==> src/sv/cwp_pkg.sv <==
// Shared types and constants for the two-way cache tag directory with way prediction.
// Word structs for request and result, per-set state row, config register codes.
// No dependencies.
`default_nettype none

package cwp_pkg;

  localparam int CFG_IDX_W  = 2;
  localparam int CFG_DATA_W = 4;

  localparam logic [CFG_IDX_W-1:0] CFG_SET_BITS    = 2'd0;
  localparam logic [CFG_IDX_W-1:0] CFG_OFFSET_BITS = 2'd1;
  localparam logic [CFG_IDX_W-1:0] CFG_PRED_BITS   = 2'd2;

  localparam logic [CFG_DATA_W-1:0] RST_SET_BITS    = 4'd8;
  localparam logic [CFG_DATA_W-1:0] RST_OFFSET_BITS = 4'd6;
  localparam logic [CFG_DATA_W-1:0] RST_PRED_BITS   = 4'd10;

  localparam int OFFSET_MIN = 3;
  localparam int OFFSET_MAX = 9;
  localparam int SET_MIN    = 1;
  // smallest set + offset split; sets the stored tag width
  localparam int SPLIT_MIN  = SET_MIN + OFFSET_MIN;

  localparam logic REQ_LOAD  = 1'b0;
  localparam logic REQ_STORE = 1'b1;

  typedef struct packed {
    logic        req_type;
    logic [63:0] address;
  } req_t;

  typedef struct packed {
    logic hit;
    logic way;
    logic writeback;
    logic predicted_way;
    logic mispredict;
  } result_t;

  // per-set directory state kept beside the two tags
  typedef struct packed {
    logic lru;
    logic valid1;
    logic dirty1;
    logic valid0;
    logic dirty0;
  } set_state_t;

  typedef struct packed {
    logic [CFG_DATA_W-1:0] set_bits;
    logic [CFG_DATA_W-1:0] offset_bits;
    logic [CFG_DATA_W-1:0] pred_bits;
  } split_cfg_t;

  function automatic logic [CFG_DATA_W-1:0] clamp_cfg(
    input logic [CFG_DATA_W-1:0] v,
    input int                    lo,
    input int                    hi
  );
    logic [CFG_DATA_W-1:0] r;
    r = v;
    if (int'(v) < lo) r = CFG_DATA_W'(lo);
    else if (int'(v) > hi) r = CFG_DATA_W'(hi);
    return r;
  endfunction

endpackage

`default_nettype wire

==> src/sv/cwp_split.sv <==
// Address splitter: strips the block offset and gives set index, tag and predictor index.
// Uses cwp_pkg for the split config struct.
`default_nettype none

module cwp_split #(
  parameter int ADDR_W = 64,
  parameter int SET_W  = 8,
  parameter int PIDX_W = 10,
  parameter int TAG_W  = 60
) (
  input  wire logic [ADDR_W-1:0]   addr,
  input  wire cwp_pkg::split_cfg_t cfg,
  output logic [SET_W-1:0]         set_idx,
  output logic [TAG_W-1:0]         tag,
  output logic [PIDX_W-1:0]        pidx
);
  import cwp_pkg::*;

  logic [ADDR_W-1:0] blk;
  logic [ADDR_W-1:0] set_mask;
  logic [ADDR_W-1:0] pred_mask;
  logic [ADDR_W-1:0] tag_full;
  logic [ADDR_W-1:0] set_full;
  logic [ADDR_W-1:0] pred_full;
  logic [CFG_DATA_W:0] tag_shift;

  always_comb begin
    blk       = addr >> cfg.offset_bits;
    set_mask  = ~({ADDR_W{1'b1}} << cfg.set_bits);
    pred_mask = ~({ADDR_W{1'b1}} << cfg.pred_bits);
    tag_shift = {1'b0, cfg.set_bits} + {1'b0, cfg.offset_bits};
    tag_full  = addr >> tag_shift;
    set_full  = blk & set_mask;
    pred_full = blk & pred_mask;
    set_idx   = set_full[SET_W-1:0];
    tag       = tag_full[TAG_W-1:0];
    pidx      = pred_full[PIDX_W-1:0];
  end

endmodule

`default_nettype wire

==> config.mk <==
export PLATFORM = sky130hd
export DESIGN_NAME = cwp_split
export DESIGN_NICKNAME = d
export VERILOG_FILES = /design/src/sv/cwp_pkg.sv /design/src/sv/cwp_split.sv
export SDC_FILE = /design/constraint.sdc
export NUM_CORES = 1
export LEC_CHECK = 0
export BUFFER_PORTS_ARGS = -buffer_cell sky130_fd_sc_hd__buf_4
export CAP_MARGIN = 10
export CELL_PAD_IN_SITES_DETAIL_PLACEMENT = 0
export CELL_PAD_IN_SITES_GLOBAL_PLACEMENT = 1
export CORE_ASPECT_RATIO = 1.5
export CORE_MARGIN = 1.5
export CORE_UTILIZATION = 40
export DETAILED_ROUTE_END_ITERATION = 10
export PLACE_DENSITY = 0.82
export SLEW_MARGIN = 20
export SYNTH_ARGS = -nofsm -noshare
export SYNTH_HDL_FRONTEND = slang
export SYNTH_SLANG_ARGS = --single-unit
==> constraint.sdc <==
create_clock -name vclk -period 4.54
set_clock_uncertainty 0.15 [all_clocks]
set_input_delay 0.908 -clock vclk [all_inputs]
set_output_delay 0.908 -clock vclk [all_outputs]
set_load 0.01 [all_outputs]
==> results of run 1 <==
[logic make-up (layout without fill, tap and decap cells)]
| family | count (synthesis) | count (layout) | synth area share |
|---|---|---|---|
| multiplexers | 198 | 198 | 0.602 |
| AND/OR/NAND/NOR | 166 | 166 | 0.137 |
| AO/OA/AOI/OAI | 142 | 142 | 0.168 |
| buffers and inverters | 67 | 205 | 0.0743 |
| adder cells (fa/ha/maj) | 5 | 5 | 0.0143 |
| XOR/XNOR | 2 | 2 | 0.00511 |
[metal layers]
| layer | GRT usage | up-vias | routed length (um) |
|---|---|---|---|
| met5 | 0 | - | 0 |
| met4 | 0.138 | 0 | 1160 |
| met3 | 0.0154 | 47 | 957 |
| met2 | 0.518 | 266 | 9950 |
| met1 | 0.317 | 2680 | 6510 |
| li1 | - | 2520 | - |
[power breakdown]
group,internal (W),switching (W)
combinational,0.000842,0.000915
sequential,0,0
clock,0,0
[repair_timing]
item                                    4_1_cts  5_1_grt
buffers inserted                              0        5
endpoints found under the setup margin        0       28
resized for setup                             0        1
[layout by cell type (no fill, tap or decap), types with 10 or more instances in the layout]
master / instances
sky130_fd_sc_hd__buf_4: 190
sky130_fd_sc_hd__a211oi_1: 10
sky130_fd_sc_hd__mux2i_1: 81
sky130_fd_sc_hd__o21ai_0: 15
sky130_fd_sc_hd__a21oi_1: 38
sky130_fd_sc_hd__nor2_1: 34
sky130_fd_sc_hd__mux2_2: 44
sky130_fd_sc_hd__mux4_2: 73
sky130_fd_sc_hd__nand3_1: 10
sky130_fd_sc_hd__o21ai_1: 49
sky130_fd_sc_hd__o211ai_1: 10
sky130_fd_sc_hd__nor3_1: 12
sky130_fd_sc_hd__nand2_1: 102
[through the flow]
step | instances | utilization | instance area, um2
finish | 871 | 0.534 | 6390
floorplan | 580 | - | 4900
global route | 871 | 0.534 | 6390
CTS | 866 | 0.530 | 6330
detailed placement | 866 | 0.530 | 6330
global placement | 866 | 0.530 | 6330
[final cells by class]
cell class | count | share of cell area
inverter | 7 | 0.00411
multi-input combinational | 513 | 0.718
tap | 153 | 0.0300
timing repair buffer | 198 | 0.248
[critical path, delay by kind of cell]
family / cells / cell delay, ns
AO/OA/AOI/OAI: 3 / 0.57
buffers and inverters: 4 / 0.58
multiplexers: 2 / 0.57
adder cells (fa/ha/maj): 2 / 0.80
[how the worst max path moves through the flow]
stage               endpoint    from  slack [ns]
global placement     tag[23]  cfg[8]        0.04
floorplan            tag[21]  cfg[4]        0.44
finish                tag[0]  cfg[8]        0.05
detailed placement   tag[23]  cfg[8]      -0.003
global route         tag[20]  cfg[8]       0.005
CTS                  tag[23]  cfg[8]       0.004
==> run_results.csv, run 1 <==
group,metric,value,unit
outcome,status,"finished clean",
min_path,worstHoldPathCells,4,
layout,clock_buffers,0,
global_routing,wire_length_of_the_first_global_routing_pass,28.7,mm
layout,final.fill_count,1141,
synthesis,cell_taking_the_most_area_after_synthesis,"sky130_fd_sc_hd__mux4_2",
layout,final-seq-area,0,um2
global_routing,grt_overflow,0,
routing,detailroute.via_count,5513,
die,core_area,0.0120,mm2
clock_network,cts_hold_buffers,0,
sta,period_minus_slack,4.49,ns
die,die_width,93.4,um
synthesis,yosysSeqAreaShare,0,
worst_setup_path,critical_path.max_fanout,12,
sta,fin_crit_share,0.989,
synthesis,synth.lib_cells_used.distinct,35,
worst_setup_path,critPathLaunchType,"input pin",
sta,finalHoldWorstSlack,2.01,ns
pwr,power_leakage,2.81,nW
pwr,cellPowerDensity,275,mW/mm2
routing,post_drt_via_cell_ratio,6.33,
placement,hpwl,15.1,mm
sta,setup_slack,0.0507,ns
worst_setup_path,critical-path-slowest-cell,"sky130_fd_sc_hd__fa_2",
synthesis,synth.top_cells.by_count,"sky130_fd_sc_hd__nand2_1 (102), sky130_fd_sc_hd__mux2i_1 (81), sky130_fd_sc_hd__mux4_2 (73)",
synthesis,yosys.area.top_type_share,0.335,
sta,worst_slew_pin_slew,0.632,ns
layout,nNetsFinal,801,
synthesis,post_synth_instance_area,0.00490,mm2
layout,nFlopsAndLatches,0,
routing,drtAntennaViolNets,0,
sta,final-setup-viol-count,0,
pwr,total_design_power,0.00176,W
layout,post_route_cells_drive_above_1_share,0.450,
worst_setup_path,cpMostUsedCell,"sky130_fd_sc_hd__buf_4",
routing,finalWirelength,18.6,mm
synthesis,post-synth-top-count-cell,"sky130_fd_sc_hd__nand2_1",
sta,final-hold-violation-count,0,
synthesis,postSynthAreaPerCell,8.45,um2
worst_setup_path,worstPathArrival,3.43,ns
worst_setup_path,cp-end-kind,"output port",
die,floorplan.die_area,0.0129,mm2
layout,antenna_cells,0,
min_path,worstHoldEndpoint,"pidx[5]",
global_routing,global_route.usage.total,0.280,
routing,drt_drc_violations_left,0,
worst_setup_path,timing.critical_path.required,3.48,ns
synthesis,synth_nets,661,
routing,dr.first_iter.drc_count,385,
die,design.portCount,154,
sta,max_slew_margin,0.574,
worst_setup_path,path_cells,"buf_4 -> ha_4 -> fa_2 -> buf_12 -> buf_4 -> mux2_2 -> mux2i_1 -> o21ai_0 -> o21ai_1 -> o21ai_1 -> buf_4",
die,die_h,139,um
layout,multiInputGateArea,0.00458,mm2
placement,port_buffers,154,
synthesis,yosys_warnings,0,
synthesis,yosys-top-cells-area,"sky130_fd_sc_hd__mux4_2 (34%), sky130_fd_sc_hd__mux2i_1 (17%), sky130_fd_sc_hd__mux2_2 (10%)",
routing,drt_first_pass_iters,5,
die,start_util,0.410,
sta,timing.final.max_slew_violations,0,
min_path,timing.hold.worst.start,"cfg[3]",
global_routing,grt_max_degree,49,
sta,grt_setup_unrepaired,"no",
worst_setup_path,critPathMaxStageDelay,0.63,ns
placement,detailedPlace.worstSlack,-0.00303,ns
layout,syn_to_final_growth,30.3,%
die,rows,49,
routing,post_drt_wl_per_cell,21.3,um
global_routing,grt_pass1_vias,5314,
min_path,worstHoldPathType,"in -> out",
synthesis,netlist_instances,580,
sta,setup_tns,0,ns
global_routing,initial_antenna_violation_count,0,
pwr,peak_ir_drop_on_the_vdd_network,126,uV
sta,fmaxAchievable,223,MHz
flow_run,cap_violations,0,
worst_setup_path,path_class,"in -> out",
placement,gp_congestion,0.933,
Note: power is estimated with default switching activity, not from simulation.
==> inputs of run 2 (changes only) <==
- BUFFER_PORTS_ARGS: -buffer_cell sky130_fd_sc_hd__buf_4 -> -buffer_cell sky130_fd_sc_hd__buf_2
==> run 2 against run 1 <==
Net effect:
- first-iteration DRC count increased by 13%
- core utilization decreased by 3.1 points
- worst hold slack improved by 0.018 ns
- sequential share of layout area unchanged
- wire length decreased by 0.71%
- critical path depth down 1
- via count is 1.0% higher
- global-route usage rose by 0.36 points
- clock-buffer cell count is the same
- maximum frequency rose by 0.85%
- non-clock buffer count fell by 1
- critical path type unchanged
- largest power group unchanged
- highest routed layer unchanged
==> run_results.csv, run 2 (same netlist as run 1, synthesis figures left out) <==
group,metric,value,unit
outcome,status,"finished clean",
layout,nNetsFinal,800,
placement,detailedPlace.worstSlack,-0.0420,ns
pwr,cellPowerDensity,271,mW/mm2
layout,clock_buffers,0,
layout,nFlopsAndLatches,0,
min_path,worstHoldPathType,"in -> out",
global_routing,grt_pass1_vias,5454,
sta,period_minus_slack,4.45,ns
sta,final-hold-violation-count,0,
sta,max_slew_margin,0.636,
layout,post_route_cells_drive_above_1_share,0.448,
die,die_width,93.4,um
pwr,peak_ir_drop_on_the_vdd_network,108,uV
global_routing,initial_antenna_violation_count,0,
die,die_h,139,um
worst_setup_path,path_class,"in -> out",
worst_setup_path,critical_path.max_fanout,12,
global_routing,grt_max_degree,39,
die,rows,49,
sta,final-setup-viol-count,0,
worst_setup_path,critical_path_buf_inv_count,3,
routing,finalWirelength,18.4,mm
global_routing,grt_overflow,0,
worst_setup_path,cpMostUsedCell,"sky130_fd_sc_hd__mux2i_1",
worst_setup_path,critPathMaxStageDelay,0.46,ns
min_path,worstHoldPathCells,4,
placement,port_buffers,154,
global_routing,wire_length_of_the_first_global_routing_pass,29.1,mm
sta,grt_setup_unrepaired,"no",
worst_setup_path,setup.worst_path.end,"tag[4]",
die,start_util,0.410,
layout,antenna_cells,0,
layout,syn_to_final_growth,22.7,%
sta,fmaxAchievable,225,MHz
worst_setup_path,startpoint,"cfg[8]",
layout,mostFrequentLayoutCell,"sky130_fd_sc_hd__buf_2",
routing,post_drt_via_cell_ratio,6.40,
worst_setup_path,cp-end-kind,"output port",
sta,setup_slack,0.0885,ns
clock_network,cts_hold_buffers,0,
sta,worst_slew_pin_slew,0.530,ns
routing,dr.first_iter.drc_count,436,
worst_setup_path,timing.critical_path.max_delay_family,"compound AO/OA/AOI/OAI gates",
worst_setup_path,timing.critical_path.required,3.48,ns
routing,detailroute.via_count,5568,
worst_setup_path,cp_num_cells,10,
clock_network,cts_resized,0,
pwr,total_design_power,0.00163,W
die,core_area,0.0120,mm2
placement,gp_congestion,0.954,
worst_setup_path,path_cells,"buf_2 -> ha_4 -> fa_2 -> a21o_1 -> a21oi_4 -> buf_4 -> mux2i_1 -> mux2i_1 -> mux2i_1 -> buf_2",
placement,hpwl,15.1,mm
routing,drt_drc_violations_left,0,
routing,drt_first_pass_iters,7,
sta,finalHoldWorstSlack,2.03,ns
clock_network,cts_setup_buffers,1,
worst_setup_path,critPathLaunchType,"input pin",
sta,fin_crit_share,0.981,
routing,post_drt_wl_per_cell,21.2,um
sta,setup_tns,0,ns
pwr,power_leakage,2.70,nW
layout,final-seq-area,0,um2
flow_run,cap_violations,0,
sta,timing.final.max_slew_violations,0,
die,floorplan.die_area,0.0129,mm2
die,design.portCount,154,
worst_setup_path,critical-path-slowest-cell,"sky130_fd_sc_hd__a21oi_4",
worst_setup_path,worstPathArrival,3.39,ns
global_routing,global_route.usage.total,0.283,
layout,layout.cells.most_common_list,"sky130_fd_sc_hd__buf_2 (154), sky130_fd_sc_hd__nand2_1 (102), sky130_fd_sc_hd__mux2i_1 (81), sky130_fd_sc_hd__mux4_2 (73), sky130_fd_sc_hd__o21ai_1 (49)",
routing,drtAntennaViolNets,0,
run 2: cell types whose count changed in the layout (fill, tap and decap cells not counted), sizes merged:
cell,delta
buf,-1
run 2: cell type report:
cell class / count / area [um2]
timing repair buffer: 197 / 1220
multi-input combinational: 513 / 4580
fill: 1196 / 5940
tap: 153 / 191
inverter: 7 / 26.3
run 2: worst min path at each step:
| stage | start | endpoint | slack [ns] |
|---|---|---|---|
| after floorplan | cfg[3] | pidx[9] | 1.78 |
| after global placement | cfg[3] | pidx[5] | 2.03 |
| after detailed placement | cfg[3] | pidx[5] | 2.03 |
| after CTS | cfg[3] | pidx[5] | 2.03 |
| after global routing | cfg[0] | pidx[6] | 2.07 |
| final | cfg[3] | pidx[5] | 2.03 |
run 2: where the power goes:
part / leakage [nW] / switching (W) / internal [W]
Sequential: 0 / 0 / 0
Clock: 0 / 0 / 0
Combinational: 2.70 / 0.000905 / 0.000727
run 2: stage by stage:
step	instance area, um2	utilization	std cells
after floorplan	4900	-	580
after global placement	5990	0.501	869
after detailed placement	5990	0.501	869
after CTS	6010	0.503	870
after global routing	6010	0.503	870
final	6010	0.503	870
run 2: layer usage:
metal / part of all wire / up-vias / GRT usage / wire (um)
met2: 0.53 / 308 / 0.512 / 9740
met5: 0 / - / 0 / 0
met1: 0.34 / 2658 / 0.328 / 6340
met3: 0.061 / 60 / 0.00987 / 1120
li1: - / 2542 / - / -
met4: 0.067 / 0 / 0.158 / 1240
